$ cat config.mk
export PLATFORM = sky130hd
export DESIGN_NAME = rot_queue
export DESIGN_NICKNAME = d
export VERILOG_FILES = /design/src/hw/rtl/rot_pkg.sv /design/src/hw/rtl/rot_queue.sv
export VERILOG_INCLUDE_DIRS = /design/src /design/src/hw/rtl
export SDC_FILE = /design/constraint.sdc
export NUM_CORES = 1
export LEC_CHECK = 0
export BUFFER_PORTS_ARGS = -buffer_cell sky130_fd_sc_hd__buf_2
export CORE_MARGIN = 10
export CORE_UTILIZATION = 24
export CTS_BUF_LIST = sky130_fd_sc_hd__clkbuf_2
export DETAILED_ROUTE_END_ITERATION = 8
export SYNTH_ARGS = -nofsm -noshare
export SYNTH_HDL_FRONTEND = slang
export SYNTH_SLANG_ARGS = --single-unit
$ cat constraint.sdc
create_clock -name clk -period 2.71 [get_ports clk]
set_clock_uncertainty 0.05 [all_clocks]
set_input_delay 0.1355 -clock clk [delete_from_list [all_inputs] [get_ports clk]]
set_output_delay 0.1355 -clock clk [all_outputs]
set_load 0.01 [all_outputs]
$ cat src/hw/rtl/assert_macros.svh
// Assertion helpers shared by the RTL. Each macro expects clk and rst_n in scope.
`ifndef ASSERT_MACROS_SVH
`define ASSERT_MACROS_SVH
`ifndef SYNTHESIS
`define ASSERT_IMPLIES(label, ante, cons, msg) \
    label: assert property (@(posedge clk) disable iff (!rst_n) (ante) |-> (cons)) \
        else $error(msg);
`define ASSERT_NEXT(label, ante, cons, msg) \
    label: assert property (@(posedge clk) disable iff (!rst_n) (ante) |=> (cons)) \
        else $error(msg);
`else
`define ASSERT_IMPLIES(label, ante, cons, msg)
`define ASSERT_NEXT(label, ante, cons, msg)
`endif
`endif

$ cat src/hw/rtl/rot_pkg.sv
package rot_pkg;

    localparam int MAX_WIDTH      = 1024;
    localparam int MAX_HEIGHT     = 1024;
    localparam int TRIG_FRAC_BITS = 14;

    localparam int X_W    = 10;
    localparam int Y_W    = 10;
    localparam int PIX_W  = 8;
    localparam int DIM_W  = 11;
    localparam int TRIG_W = 16;

    localparam int AX_W   = $clog2(MAX_WIDTH);
    localparam int AY_W   = $clog2(MAX_HEIGHT);
    localparam int ADDR_W = AX_W + AY_W;

    localparam int D_W    = DIM_W + 1;
    localparam int PROD_W = D_W + TRIG_W;
    localparam int OFS_W  = D_W + TRIG_FRAC_BITS;
    localparam int SUM_W  = ((PROD_W > OFS_W) ? PROD_W : OFS_W) + 2;
    localparam int SRC_W  = SUM_W - TRIG_FRAC_BITS - 1;

    localparam int Q_DEPTH = 4;
    localparam int Q_IDX_W = $clog2(Q_DEPTH);

    localparam int PADDR_W = 4;
    localparam int PDATA_W = 32;

    localparam logic [1:0] REG_IMAGE_WIDTH  = 2'd0;
    localparam logic [1:0] REG_IMAGE_HEIGHT = 2'd1;
    localparam logic [1:0] REG_COS_VALUE    = 2'd2;
    localparam logic [1:0] REG_SIN_VALUE    = 2'd3;

    localparam logic [DIM_W-1:0]         RST_IMAGE_WIDTH  = 11'd1024;
    localparam logic [DIM_W-1:0]         RST_IMAGE_HEIGHT = 11'd1024;
    localparam logic signed [TRIG_W-1:0] RST_COS_VALUE    = 16'sd15296;
    localparam logic signed [TRIG_W-1:0] RST_SIN_VALUE    = 16'sd5872;

    typedef enum logic
    {
        CMD_LOAD  = 1'b0,
        CMD_FETCH = 1'b1
    } cmd_t;

    typedef struct packed
    {
        logic [DIM_W-1:0]         image_width;
        logic [DIM_W-1:0]         image_height;
        logic signed [TRIG_W-1:0] cos_value;
        logic signed [TRIG_W-1:0] sin_value;
    } rot_cfg_t;

    typedef struct packed
    {
        cmd_t              kind;
        logic [ADDR_W-1:0] addr;
        logic [PIX_W-1:0]  pixel;
        logic              outside;
    } rot_op_t;

endpackage

$ cat src/hw/rtl/rot_queue.sv
`include "assert_macros.svh"

module rot_queue
(
    input  logic             clk,
    input  logic             rst_n,
    input  logic             push,
    input  rot_pkg::rot_op_t push_op,
    output logic             full,
    input  logic             pop,
    output logic             head_valid,
    output rot_pkg::rot_op_t head_op
);

    rot_pkg::rot_op_t                 slot_reg [rot_pkg::Q_DEPTH];
    logic [rot_pkg::Q_IDX_W-1:0]      wr_ptr_reg;
    logic [rot_pkg::Q_IDX_W-1:0]      rd_ptr_reg;
    logic [rot_pkg::Q_IDX_W:0]        count_reg;
    logic [rot_pkg::Q_IDX_W:0]        count_next;

    assign full       = (count_reg == (rot_pkg::Q_IDX_W + 1)'(rot_pkg::Q_DEPTH));
    assign head_valid = (count_reg != '0);
    assign head_op    = slot_reg[rd_ptr_reg];

    always_comb
    begin
        count_next = count_reg;
        if (push && !pop)
        begin
            count_next = count_reg + (rot_pkg::Q_IDX_W + 1)'(1);
        end
        else if (pop && !push)
        begin
            count_next = count_reg - (rot_pkg::Q_IDX_W + 1)'(1);
        end
    end

    always_ff @(posedge clk or negedge rst_n)
    begin
        if (!rst_n)
        begin
            wr_ptr_reg <= '0;
            rd_ptr_reg <= '0;
            count_reg  <= '0;
        end
        else
        begin
            if (push)
            begin
                wr_ptr_reg <= wr_ptr_reg + rot_pkg::Q_IDX_W'(1);
            end
            if (pop)
            begin
                rd_ptr_reg <= rd_ptr_reg + rot_pkg::Q_IDX_W'(1);
            end
            count_reg <= count_next;
        end
    end

    always_ff @(posedge clk)
    begin
        if (push)
        begin
            slot_reg[wr_ptr_reg] <= push_op;
        end
    end

    `ASSERT_IMPLIES(a_q_no_overflow, push, !full, "queue written while full")
    `ASSERT_IMPLIES(a_q_no_underflow, pop, head_valid, "queue read while empty")
    `ASSERT_NEXT(a_q_fill, push && !pop, head_valid, "queue empty after a lone write")

endmodule

# Yosys cells after proc, flatten, opt, wreduce, memory -nomap -nowiden
# Memories as Yosys holds them, arrays and structs flattened.
# Index checks and enable logic that the tools add are counted.
# totals
reg_bits,7
mem_bits_rw,120
input_bits,34
output_inout_bits,32
word_cells,19
mem_count,1
# mem_list
name,depth,word_bits,rd,rd_clocked_by_memory_dff,write_ports,line_no,source
slot_reg,4,30,1,0,1,rot_queue.sv:15,rot_pkg::rot_op_t slot_reg [rot_pkg::Q_DEPTH];
# op_classes
addsub,4
n_eq_ne,1
muxes,4
n_reduce_logical,6
# op_table
operator,count
two-way mux 3 bit,2
"adder 2 x 1 -> 2 bit, second input constant",2
"adder 3 x 1 -> 3 bit, second input constant",1
"equality test 3 bit, second input constant",1
nonzero test 3 bit,1
"subtractor 3 x 1 -> 3 bit, second input constant",1
logical AND 1 bit,2
zero test 1 bit,2
two-way mux 1 bit,2
nonzero test 2 bit,1

# Depth between registers and ports, before layout
# depth
ltp_word,4
depth_mapped,7
ltp_nobuf,7

# Worst setup path after synthesis
# No wires, ideal clock.
# synth_path
path_kind,reg-to-reg
startpoint,register wr_ptr_reg[0] in the netlist's numbering
endpoint,memory slot_reg[2][0] in the netlist's numbering (enable)
setup_time_ns,0.390
arrival_time_ns,1.360
required_time_ns,2.270
slack_ns,0.910
stages_incl_launch_ff,4
n_path_buf,0
synth_period_minus_slack_ns,1.800
path_cell_list,dfrtp_1 inv_1 ha_1 and2_1
# synth_lines
element,line_no,source
start: declaration,rot_queue.sv:16,logic [rot_pkg::Q_IDX_W-1:0] wr_ptr_reg;
start signal: assignment,rot_queue.sv:50,wr_ptr_reg <= wr_ptr_reg + rot_pkg::Q_IDX_W'(1);
end: declaration,rot_queue.sv:15,
# No word-level cell before the write port.

==> metrics.cfg <==
[power]
pwr_density_cell_mw_per_mm2 = 916
p_sw_mw = 1.78
ir_drop_v = 0.000329
power.leakage_nw = 2.06
power_frac_clock_pct = 17.1
finalPower_mw = 5.47
intPower_mw = 3.69
pwr-share-seq_pct = 51.2
switching_share_pct = 32.5
combPwrFrac_pct = 31.7

[timing]
maxSlewHeadroom_pct = 44.4
rsz0062_at_grt = no
setup_tns_ns = 0
fin_crit_sh_pct = 89.8
finalSetupViolations = 0
fin_crit_ns = 2.43
fmax_mhz = 411
worstMarginPinSlew_ns = 0.835
slew_viol_final = 0
setup_slack_ns = 0.276
hold_violations = 0

[route]
wl_met2_mm = 4.91
met3WireLength_um = 581
wl_met1_mm = 4.09
routed_wl_mm = 9.70
first_iter_violations = 124
ant_nets = 0
drc = 0
top_layer_used = met4
via_per_inst = 3.88
via_count = 2298
drtPass1Iterations = 6
wl_per_cell_um = 16.4

[logic_synthesis]
syn_nets = 231
synth.avg_cell_area_um2 = 24.9
syn_inst = 191
netlist_area_mm2 = 0.00476
ys_ff_latch = 127
synth-compound-area-share_pct = 0.105
synthXorXnorAreaFrac_pct = 1.10
synth_warnings = 0
yosysTopAreaCellShare_pct = 75.6
yosysUniqueCellTypes = 19
synth_fa_ha_area_share_pct = 1.73
yosys.area_share.simple_pct = 1.05
synth_top_family_by_area = multiplexers
synth_top_area_cell = edfxtp_1
synth_area_leaders = edfxtp_1 (76%), mux4_2 (13%), dfrtp_1 (3.7%), ha_1 (1.3%), buf_12 (1.3%)
muxShareOfSynthArea_pct = 14.6
yosysSeqAreaShare_pct = 79.3

[cts]
clkSinkCount = 127
clk_pin_slew_worst_paths_ns = 0.20
clockBufferDepth = 2
numCtsBuffers = 17
htree_levels = 4
cts_resized = 0
clock_latency_ns = 0.68
cts_tree = done
cts_root_buf = clkbuf_2

[critical_path]
crit_chain = mux4_2, buf_2
crit_family = flip-flops
critical_path_arrival_ns = 2.25
critical-path-max-stage-delay_ns = 0.96
required_ns = 2.52
r2r_slack_ns = 0.91
path_class = register to output port
end_kind = output port
start_kind = register
cp_max_fo = 31
crit_slowest_cell = dfrtp_2
crit_buf_inv = 1

[run_status]
status = complete, no violations

[die]
die_h_um = 161
start_util_pct = 24.4
core_mm2 = 0.0195
ios = 66
rows = 51
dieWidth_um = 161
die_area_mm2 = 0.0259

[cells_and_area]
final_cell_mix = edfxtp_1 (120), buf_2 (65), dlygate4sd3_1 (34), mux4_2 (28), clkbuf_2 (18)
largest_reg_flops = 120
final_common_cell = edfxtp_1
area_growth_syn_to_layout_pct = 25.2
fin_nets = 353
drive_gt1_share_pct = 42.9

[worst_hold_path]
worstHoldPathType = primary input to register

[grt]
grt-ovfl-total = 0
grt_max_degree = 32
grt_use_total_pct = 7.92
antenna_found_initial = 1
grt_pass1_wl_mm = 15.4
grt_pass1_vias = 2646

[placed_design]
dp_slack_ns = 0.871
io_buffers = 65
place_congestion = 0.656
place_hpwl_mm = 6.48

[flow_run]
drv_cap = 0

[kinds of logic after synthesis]
kind of cell | after synthesis
DFF | 127
and+or+nand+nor | 9
AOI/OAI and AO/OA | 1
adders and majority gates | 6
muxes | 31
buffers and inverters | 11
xor gates and xnor gates | 6
[cells in the mapped netlist]
library cell / instances
and2_1: 4
buf_12: 3
buf_2: 3
buf_6: 1
dfrtp_1: 7
edfxtp_1: 120
fa_1: 1
ha_1: 5
inv_1: 4
mux2_2: 1
mux4_1: 2
mux4_2: 28
nand2_1: 2
nor2_1: 1
nor3b_1: 1
o21ai_0: 1
or3_1: 1
xnor2_1: 2
xor2_1: 4
[layout make-up]
cell class                      instances  area [um^2]
Multi-Input combinational cell         53          890
Sequential cell                       127         3780
Clock buffer                           18         90.1
Antenna cell                            1         2.50
Timing Repair Buffer                  110          761
Inverter                                4         15.0
Tap cell                              265          332
Fill cell                            1945        13600
Clock inverter                         14         93.8
[worst reg2reg max path, stage by stage (launching register included)]
cell	delay [ns]
dfrtp_1	0.46
inv_1	0.10
ha_1	0.14
and2_2	0.52
buf_4	0.27
[stage by stage]
stage                     util (%)  std cells  instance area, um^2  hold WS, ns
final                         30.5        592                 5960        0.135
after global placement        27.7        522                 5420      -0.0702
after floorplan                  -        191                 4760       -0.210
after CTS                     30.4        588                 5940       0.0375
after global routing          30.5        592                 5960       0.0276
after detailed placement      27.7        522                 5420      -0.0692
[per-layer routing]
| metal | track usage, % | up-vias |
|---|---|---|
| li1 | - | 1042 |
| met1 | 8.81 | 1191 |
| met2 | 12.8 | 58 |
| met3 | 3.22 | 7 |
| met4 | 4.14 | 0 |
| met5 | 0 | - |
[final timing paths]
| kind | startpoint | to | cells after the start |
|---|---|---|---|
| max | rd_ptr_reg[1]$_DFFE_PN0P_ | head_op[0] | 2 |
| min | pop | rd_ptr_reg[0]$_DFFE_PN0P_ | 3 |
| max reg2reg | wr_ptr_reg[0]$_DFFE_PN0P_ | slot_reg[0][17]$_DFFE_PP_ | 4 |
| min reg2reg | count_reg[2]$_DFFE_PN0P_ | count_reg[2]$_DFFE_PN0P_ | 1 |
| max in group asynchronous | rst_n | wr_ptr_reg[0]$_DFFE_PN0P_ | 3 |
| min in group asynchronous | rst_n | count_reg[1]$_DFFE_PN0P_ | 3 |
[power groups by stage]
stage	logic, mW	registers, mW	clock network [mW]
floorplan	1.24	2.70	0
global placement	1.69	2.86	0
detailed placement	1.71	2.89	0
CTS	1.75	2.84	0.994
global route	1.92	2.85	1.09
finish	1.73	2.80	0.933
[timing repair]
action,CTS,global route
endpoints found under the hold margin,134,0
buffers inserted,0,3
setup endpoints to repair,0,6
hold buffers,34,0
(Power assumes the default switching activity.)
