<file path="src/hw/rtl/assert_macros.svh">
// Assertion helpers shared by the RTL. Each macro expects clk and rst_n in scope.
`ifndef ASSERT_MACROS_SVH
`define ASSERT_MACROS_SVH
`ifndef SYNTHESIS
`define ASSERT_IMPLIES(label, ante, cons, msg) \
    label: assert property (@(posedge clk) disable iff (!rst_n) (ante) |-> (cons)) \
        else $error(msg);
`define ASSERT_NEXT(label, ante, cons, msg) \
    label: assert property (@(posedge clk) disable iff (!rst_n) (ante) |=> (cons)) \
        else $error(msg);
`else
`define ASSERT_IMPLIES(label, ante, cons, msg)
`define ASSERT_NEXT(label, ante, cons, msg)
`endif
`endif

</file>
<file path="src/hw/rtl/rot_pkg.sv">
package rot_pkg;

    localparam int MAX_WIDTH      = 1024;
    localparam int MAX_HEIGHT     = 1024;
    localparam int TRIG_FRAC_BITS = 14;

    localparam int X_W    = 10;
    localparam int Y_W    = 10;
    localparam int PIX_W  = 8;
    localparam int DIM_W  = 11;
    localparam int TRIG_W = 16;

    localparam int AX_W   = $clog2(MAX_WIDTH);
    localparam int AY_W   = $clog2(MAX_HEIGHT);
    localparam int ADDR_W = AX_W + AY_W;

    localparam int D_W    = DIM_W + 1;
    localparam int PROD_W = D_W + TRIG_W;
    localparam int OFS_W  = D_W + TRIG_FRAC_BITS;
    localparam int SUM_W  = ((PROD_W > OFS_W) ? PROD_W : OFS_W) + 2;
    localparam int SRC_W  = SUM_W - TRIG_FRAC_BITS - 1;

    localparam int Q_DEPTH = 4;
    localparam int Q_IDX_W = $clog2(Q_DEPTH);

    localparam int PADDR_W = 4;
    localparam int PDATA_W = 32;

    localparam logic [1:0] REG_IMAGE_WIDTH  = 2'd0;
    localparam logic [1:0] REG_IMAGE_HEIGHT = 2'd1;
    localparam logic [1:0] REG_COS_VALUE    = 2'd2;
    localparam logic [1:0] REG_SIN_VALUE    = 2'd3;

    localparam logic [DIM_W-1:0]         RST_IMAGE_WIDTH  = 11'd1024;
    localparam logic [DIM_W-1:0]         RST_IMAGE_HEIGHT = 11'd1024;
    localparam logic signed [TRIG_W-1:0] RST_COS_VALUE    = 16'sd15296;
    localparam logic signed [TRIG_W-1:0] RST_SIN_VALUE    = 16'sd5872;

    typedef enum logic
    {
        CMD_LOAD  = 1'b0,
        CMD_FETCH = 1'b1
    } cmd_t;

    typedef struct packed
    {
        logic [DIM_W-1:0]         image_width;
        logic [DIM_W-1:0]         image_height;
        logic signed [TRIG_W-1:0] cos_value;
        logic signed [TRIG_W-1:0] sin_value;
    } rot_cfg_t;

    typedef struct packed
    {
        cmd_t              kind;
        logic [ADDR_W-1:0] addr;
        logic [PIX_W-1:0]  pixel;
        logic              outside;
    } rot_op_t;

endpackage

</file>
<file path="src/hw/rtl/rot_front.sv">
module rot_front
(
    input  logic                        clk,
    input  logic                        rst_n,
    input  rot_pkg::rot_cfg_t           cfg,
    input  logic                        in_valid,
    output logic                        in_ready,
    input  rot_pkg::cmd_t               in_cmd,
    input  logic [rot_pkg::X_W-1:0]     in_x,
    input  logic [rot_pkg::Y_W-1:0]     in_y,
    input  logic [rot_pkg::PIX_W-1:0]   in_pix,
    input  logic                        q_full,
    output logic                        push,
    output rot_pkg::rot_op_t            push_op
);

    localparam logic signed [rot_pkg::SUM_W-1:0] TRUNC_BIAS =
        rot_pkg::SUM_W'((1 << (rot_pkg::TRIG_FRAC_BITS + 1)) - 1);

    // Division by 2^(F+1) rounding toward zero.
    function automatic logic signed [rot_pkg::SRC_W-1:0] trunc_src
    (
        input logic signed [rot_pkg::SUM_W-1:0] n
    );
        logic signed [rot_pkg::SUM_W-1:0] t;
        t = n + (n[rot_pkg::SUM_W-1] ? TRUNC_BIAS : '0);
        return t[rot_pkg::SUM_W-1:rot_pkg::TRIG_FRAC_BITS+1];
    endfunction

    function automatic logic in_range
    (
        input logic signed [rot_pkg::SRC_W-1:0] s,
        input logic [rot_pkg::DIM_W-1:0]        lim,
        input int                               max_dim
    );
        logic [31:0] mag;
        mag = 32'(s[rot_pkg::SRC_W-2:0]);
        return !s[rot_pkg::SRC_W-1] && (mag < 32'(lim)) && (mag < 32'(max_dim));
    endfunction

    logic                                a_valid_reg;
    rot_pkg::cmd_t                       a_cmd_reg;
    logic [rot_pkg::X_W-1:0]             a_x_reg;
    logic [rot_pkg::Y_W-1:0]             a_y_reg;
    logic [rot_pkg::PIX_W-1:0]           a_pix_reg;

    logic                                b_valid_reg;
    rot_pkg::cmd_t                       b_cmd_reg;
    logic                                b_keep_reg;
    logic [rot_pkg::ADDR_W-1:0]          b_addr_reg;
    logic [rot_pkg::PIX_W-1:0]           b_pix_reg;
    logic signed [rot_pkg::PROD_W-1:0]   b_xc_reg;
    logic signed [rot_pkg::PROD_W-1:0]   b_ys_reg;
    logic signed [rot_pkg::PROD_W-1:0]   b_xs_reg;
    logic signed [rot_pkg::PROD_W-1:0]   b_yc_reg;

    logic                                c_valid_reg;
    rot_pkg::cmd_t                       c_cmd_reg;
    logic                                c_keep_reg;
    logic [rot_pkg::ADDR_W-1:0]          c_addr_reg;
    logic [rot_pkg::PIX_W-1:0]           c_pix_reg;
    logic signed [rot_pkg::SUM_W-1:0]    c_nx_reg;
    logic signed [rot_pkg::SUM_W-1:0]    c_ny_reg;

    logic                                adv;
    logic signed [rot_pkg::D_W-1:0]      dx;
    logic signed [rot_pkg::D_W-1:0]      dy;
    logic                                load_ok;
    logic [rot_pkg::ADDR_W-1:0]          load_addr;
    logic [rot_pkg::D_W-1:0]             wp1;
    logic [rot_pkg::D_W-1:0]             hp1;
    logic signed [rot_pkg::SUM_W-1:0]    ofs_x;
    logic signed [rot_pkg::SUM_W-1:0]    ofs_y;
    logic signed [rot_pkg::SUM_W-1:0]    nx_next;
    logic signed [rot_pkg::SUM_W-1:0]    ny_next;
    logic signed [rot_pkg::SRC_W-1:0]    sx;
    logic signed [rot_pkg::SRC_W-1:0]    sy;
    logic                                src_in_frame;
    logic [rot_pkg::ADDR_W-1:0]          fetch_addr;

    // The whole front advances together; it only waits when the queue is full.
    assign adv      = !c_valid_reg || !q_full;
    assign in_ready = adv;

    assign dx = $signed(rot_pkg::D_W'({a_x_reg, 1'b0})) - $signed(rot_pkg::D_W'(cfg.image_width));
    assign dy = $signed(rot_pkg::D_W'({a_y_reg, 1'b0})) - $signed(rot_pkg::D_W'(cfg.image_height));

    assign load_ok   = (32'(a_x_reg) < 32'(rot_pkg::MAX_WIDTH)) &&
                       (32'(a_y_reg) < 32'(rot_pkg::MAX_HEIGHT));
    assign load_addr = rot_pkg::ADDR_W'(32'(a_y_reg) * 32'(rot_pkg::MAX_WIDTH) + 32'(a_x_reg));

    assign wp1   = rot_pkg::D_W'(cfg.image_width) + rot_pkg::D_W'(1);
    assign hp1   = rot_pkg::D_W'(cfg.image_height) + rot_pkg::D_W'(1);
    assign ofs_x = $signed(rot_pkg::SUM_W'(wp1) << rot_pkg::TRIG_FRAC_BITS);
    assign ofs_y = $signed(rot_pkg::SUM_W'(hp1) << rot_pkg::TRIG_FRAC_BITS);

    assign nx_next = rot_pkg::SUM_W'(b_xc_reg) - rot_pkg::SUM_W'(b_ys_reg) + ofs_x;
    assign ny_next = rot_pkg::SUM_W'(b_xs_reg) + rot_pkg::SUM_W'(b_yc_reg) + ofs_y;

    assign sx     = trunc_src(c_nx_reg);
    assign sy     = trunc_src(c_ny_reg);
    assign src_in_frame = in_range(sx, cfg.image_width, rot_pkg::MAX_WIDTH) &&
                          in_range(sy, cfg.image_height, rot_pkg::MAX_HEIGHT);
    assign fetch_addr = rot_pkg::ADDR_W'(32'(sy[rot_pkg::SRC_W-2:0]) * 32'(rot_pkg::MAX_WIDTH)
                                         + 32'(sx[rot_pkg::SRC_W-2:0]));

    assign push = c_valid_reg && !q_full && c_keep_reg;

    always_comb
    begin
        push_op.kind    = c_cmd_reg;
        push_op.pixel   = c_pix_reg;
        push_op.addr    = (c_cmd_reg == rot_pkg::CMD_FETCH) ? fetch_addr : c_addr_reg;
        push_op.outside = !src_in_frame;
    end

    always_ff @(posedge clk or negedge rst_n)
    begin
        if (!rst_n)
        begin
            a_valid_reg <= 1'b0;
            b_valid_reg <= 1'b0;
            c_valid_reg <= 1'b0;
        end
        else if (adv)
        begin
            a_valid_reg <= in_valid;
            b_valid_reg <= a_valid_reg;
            c_valid_reg <= b_valid_reg;
        end
    end

    always_ff @(posedge clk)
    begin
        if (adv)
        begin
            a_cmd_reg  <= in_cmd;
            a_x_reg    <= in_x;
            a_y_reg    <= in_y;
            a_pix_reg  <= in_pix;

            b_cmd_reg  <= a_cmd_reg;
            b_keep_reg <= (a_cmd_reg == rot_pkg::CMD_FETCH) || load_ok;
            b_addr_reg <= load_addr;
            b_pix_reg  <= a_pix_reg;
            b_xc_reg   <= rot_pkg::PROD_W'(dx) * rot_pkg::PROD_W'(cfg.cos_value);
            b_ys_reg   <= rot_pkg::PROD_W'(dy) * rot_pkg::PROD_W'(cfg.sin_value);
            b_xs_reg   <= rot_pkg::PROD_W'(dx) * rot_pkg::PROD_W'(cfg.sin_value);
            b_yc_reg   <= rot_pkg::PROD_W'(dy) * rot_pkg::PROD_W'(cfg.cos_value);

            c_cmd_reg  <= b_cmd_reg;
            c_keep_reg <= b_keep_reg;
            c_addr_reg <= b_addr_reg;
            c_pix_reg  <= b_pix_reg;
            c_nx_reg   <= nx_next;
            c_ny_reg   <= ny_next;
        end
    end

endmodule

</file>
<file path="config.mk">
export PLATFORM = sky130hd
export DESIGN_NAME = rot_front
export DESIGN_NICKNAME = d
export VERILOG_FILES = /design/src/hw/rtl/assert_macros.svh /design/src/hw/rtl/rot_pkg.sv /design/src/hw/rtl/rot_front.sv
export SDC_FILE = /design/constraint.sdc
export NUM_CORES = 2
export LEC_CHECK = 0
export BUFFER_PORTS_ARGS = -buffer_cell sky130_fd_sc_hd__buf_2
export CORE_ASPECT_RATIO = 0.8
export CORE_UTILIZATION = 45
export DETAILED_ROUTE_END_ITERATION = 6
export GPL_ROUTABILITY_DRIVEN = 0
export GPL_TIMING_DRIVEN = 0
export PLACE_DENSITY = 0.59
export SETUP_SLACK_MARGIN = 0.15
export SYNTH_ARGS = -nofsm -noshare
export SYNTH_HDL_FRONTEND = slang
export SYNTH_SLANG_ARGS = --single-unit
</file>
<file path="constraint.sdc">
create_clock -name clk -period 17.7 [get_ports clk]
set_input_delay 1.77 -clock clk [delete_from_list [all_inputs] [get_ports clk]]
set_output_delay 1.77 -clock clk [all_outputs]
set_load 0.05 [all_outputs]
</file>
* Word-level counts from Yosys, hierarchy flattened
Cells that the tools add are included.
** Word-level totals
- Flip-flop bits (word level) :: 262
- Bits of input ports :: 87
- Output and inout bits :: 32
- Logic and storage cells :: 54
** Cells by class
- $add $sub $neg :: 12
- Multiply operators :: 4
- $lt $le $gt $ge :: 4
- Mux-type cells :: 3
- Reductions and logical operators :: 12
** Operators with widths (number)
- multiplier 12 x 16 -> 28 bit :: 4
- adder 29 x 27 -> 30 bit :: 2
- adder 30 x 15 -> 30 bit :: 2
- 2-to-1 mux 15 bit :: 2
- adder 28 x 28 -> 29 bit :: 1
- subtractor 28 x 28 -> 29 bit :: 1
- < comparator 14 x 11 -> 1 bit :: 2
- < comparator 14 x 11 -> 1 bit (second input constant) :: 2
- adder 11 x 1 -> 12 bit (second input constant) :: 2
- subtractor 11 x 11 -> 12 bit :: 2
- adder 20 x 10 -> 20 bit :: 1
- adder 20 x 14 -> 20 bit :: 1
- 2-to-1 mux 20 bit :: 1
- logical AND 1 bit :: 6
- zero test 1 bit :: 5
- logical OR 1 bit :: 1

* Longest topological paths before layout
- Word-level depth :: 7
- Gate-level depth with buffers :: 32
- Mapped depth without buffers :: 31

* Worst setup path after synthesis
OpenSTA, ideal clock, no wires.
- Path type :: input-to-output
- From :: in q_full
- To :: out in_ready
- Arrival time :: 7553 ps
- Required time :: 15930 ps
- Slack :: 8377 ps
- Stages on the path :: 1
- Path buffers :: 0
- Path through :: nand2_1
** On the way
- Cells in the longest elaborated chain, start to end :: 2
** RTL lines
- from (decl) :: line rot_front.sv:12 : input logic q_full,
- zero test 1 bit :: line rot_front.sv:82 : assign adv = !c_valid_reg || !q_full;
- logical OR 1 bit :: line rot_front.sv:82
- to (decl) :: line rot_front.sv:7 : output logic in_ready,
Every way passes these cells.

* Worst setup path after layout
- From :: in cfg[32] (netlist bit)
- To :: reg b_ys_reg[26] (netlist bit), data pin
** On the way
- Cells in the longest elaborated chain, start to end :: 2
** RTL lines
- from (decl) :: line rot_front.sv:5 : input rot_pkg::rot_cfg_t cfg,
- subtractor 11 x 11 -> 12 bit :: line rot_front.sv:86 : assign dy = $signed(rot_pkg::D_W'({a_y_reg, 1'b0})) - $signed(rot_pkg::D_W'(cfg.image_height));
- multiplier 12 x 16 -> 28 bit :: line rot_front.sv:147 : b_ys_reg <= rot_pkg::PROD_W'(dy) * rot_pkg::PROD_W'(cfg.sin_value);
- to (signal assigned) :: line rot_front.sv:147
- to (decl) :: line rot_front.sv:53 : logic signed [rot_pkg::PROD_W-1:0] b_ys_reg;
Every way passes these cells.
A chain may end at the register's enable or synchronous reset.

==> impl_metrics.env <==
export IMPL_overflow=0
export IMPL_fp_row_count=100
export IMPL_netlist_cell_type_count=84
export IMPL_syn_nets=5604
export IMPL_grt_antenna_before_repair=15
export IMPL_slew_viol_final=6
export IMPL_arrival_ns=12.66
export IMPL_start_kind="primary input"
export IMPL_io_pins=119
export IMPL_syn_inst=4378
export IMPL_drc=0
export IMPL_drt_wl_total_microns=120500
export IMPL_crit_fanout=10
export IMPL_ant_nets=0
export IMPL_cts_resized=0
export IMPL_synth_top_area_share_pct=34.95
export IMPL_initial_core_util_pct=45.53
export IMPL_ys_seq_elements=262
export IMPL_tns_ns=0
export IMPL_vias=30780
export IMPL_first_pass_iters=6
export IMPL_synth_area_leaders="fa_1 (35%), edfxtp_1 (18%), ha_1 (12%)"
export IMPL_die_h_microns=276.7
export IMPL_postSynthAreaPerCell_sq_um=9.695
export IMPL_rsz0062_at_grt="no"
export IMPL_crit_path_end_kind="register"
export IMPL_crit_top_cell="fa_1"
export IMPL_dieArea_sq_mm=0.09556
export IMPL_wl_per_cell_microns=20.80
export IMPL_yosysMostFrequentCell="inv_1"
export IMPL_synth_common_cells="inv_1 (985), fa_1 (741), nand2_1 (538), ha_1 (398), edfxtp_1 (259)"
export IMPL_grt_first_pass_wirelength_microns=185300
export IMPL_dpl_hpwl_microns=101100
export IMPL_grt_pass1_vias=30960
export IMPL_cts_sinks=262
export IMPL_h_tree_depth=2
export IMPL_cts_root_buf="clkbuf_16"
export IMPL_period_share_pct=69.96
export IMPL_first_iter_violations=2935
export IMPL_worst_pin_slew_ns=1.532
export IMPL_cts_setup_buffers=0
export IMPL_fmax_mhz=80.76
export IMPL_cts_buffers=34
export IMPL_max_stage_delay_ns=1.03
export IMPL_die_x_microns=345.4
export IMPL_hold_viol=0
export IMPL_ys_warnings_count=0
export IMPL_clk_latency_ns=0.56
export IMPL_cts_tree="done"
export IMPL_drive_gt1_share_pct=5.263
export IMPL_setup_viol=0
export IMPL_io_buffer_count=117
export IMPL_slew_headroom_pct=-2.888
export IMPL_synthArstFlopShare_pct=1.145
export IMPL_fill_cells=8846
export IMPL_grt_max_degree=69
export IMPL_seq_area_frac_synth_pct=18.50
export IMPL_min_period_ns=12.38
export IMPL_synth_area_sq_mm=0.04244
export IMPL_nets=5763
export IMPL_synth_edf_count=259
export IMPL_clock_skew_final_ns=0.02634
export IMPL_hold_buffers=0
export IMPL_cts_path_max_buffers=3
export IMPL_cp_slowest_cell="xor2_1"
export IMPL_grt_usage_pct=25.84
export IMPL_yosysTopAreaCell="fa_1"
export IMPL_core_area_sq_mm=0.09321
export IMPL_cp_data_required_time_ns=17.97
export IMPL_max_cap_violations=1
export IMPL_synthFlopType="edfxtp_1"
export IMPL_violations="capacitance limit, slew limit"
export IMPL_status="complete, but fails checks"
export IMPL_hold_path_class="reg -> reg"
export IMPL_crit_type="in -> reg"
export IMPL_area_growth_pct=8.000
export IMPL_viasPerCell=5.311
export IMPL_clk_pin_slew_ns=0.06
path summary, 6_finish.rpt:
kind / from / to / slack [ns] / depth (start not counted)
worst max-delay path: cfg[32] / b_ys_reg[26]$_DFFE_PP_ / 5.32 / 31
worst min-delay path: b_addr_reg[16]$_DFFE_PP_ / c_addr_reg[16]$_DFFE_PP_ / 0.41 / 0
worst max register to register: a_y_reg[0]$_DFFE_PP_ / b_ys_reg[26]$_DFFE_PP_ / 8.23 / 27
worst min register to register: b_addr_reg[16]$_DFFE_PP_ / c_addr_reg[16]$_DFFE_PP_ / 0.41 / 0
max in group asynchronous: rst_n / c_valid_reg$_DFFE_PN0P_ / 16.59 / 1
min in group asynchronous: rst_n / a_valid_reg$_DFFE_PN0P_ / 1.01 / 1
cells in the final DEF (no fill, tap or decap), types with 12 or more instances in the layout:
cell	n
inv_1	985
fa_1	741
nand2_1	537
ha_1	398
edfxtp_1	259
and2_1	235
xnor2_1	164
nor2_1	160
clkbuf_1	149
a21oi_1	128
buf_2	118
o21ai_0	73
a21o_1	57
xor2_1	45
nand2b_1	41
nand3_1	40
nor3_1	38
nor2b_1	34
clkbuf_16	34
or2_2	24
o21a_1	23
and3_1	23
o21bai_1	19
a211oi_1	17
mux2_2	14
nand4_1	13
diode_2	12
a31oi_1	12
layout make-up:
class | count | area [sq um] | share of cell area [%]
multi-input cells | 2980 | 30380 | 66.26
plain buffers | 151 | 571.8 | 1.247
well taps | 1224 | 1531 | 3.341
repair buffers | 123 | 714.4 | 1.559
clock buffers | 36 | 858.3 | 1.872
inverters | 985 | 3697 | 8.066
diodes | 12 | 30.03 | 0.06551
clock inverters | 23 | 209.0 | 0.4558
flip-flops and latches | 262 | 7853 | 17.13
worst max-delay path, delay by kind of cell:
family / cells / cell delay, ns
XOR/XNOR: 2 / 1.15
adder cells (fa/ha/maj): 7 / 3.18
buffers and inverters: 8 / 3.02
AND/OR/NAND/NOR: 4 / 0.89
AO/OA/AOI/OAI: 10 / 2.62
layer usage:
| layer | vias to the layer above | GRT usage, % | share of wire, % |
|---|---|---|---|
| met4 | 18 | 6.319 | 2.7 |
| met2 | 1166 | 37.02 | 41 |
| met5 | - | 2.489 | 0.34 |
| met3 | 201 | 7.093 | 10 |
| li1 | 13890 | - | - |
| met1 | 15510 | 38.21 | 46 |
per-stage QoR:
step,utilization (%),std cells,instance area [sq um],hold WS (ns),worst slack [ns]
after floorplan,-,4378,42440,0.4003,8.377
after global placement,47.81,5719,44560,0.4004,4.976
after detailed placement,48.00,5725,44740,0.4045,5.341
after CTS,49.15,5784,45810,0.4144,5.871
after global routing,49.15,5785,45810,0.4196,5.131
final,49.18,5796,45840,0.4080,5.317
cell families after synthesis:
| logic type | count (synthesis) | synth area share (%) |
|---|---|---|
| AO/OA/AOI/OAI | 429 | 6.745 |
| XOR/XNOR | 214 | 4.416 |
| adder cells (fa/ha/maj) | 1140 | 46.71 |
| flip-flops | 262 | 18.50 |
| AND/OR/NAND/NOR | 1181 | 13.15 |
| multiplexers | 16 | 0.4186 |
| buffers and inverters | 1136 | 10.06 |
Power is left out: the tool's default activity adds up to more than one toggle a clock period on the data nets, which glitch-free logic cannot reach.
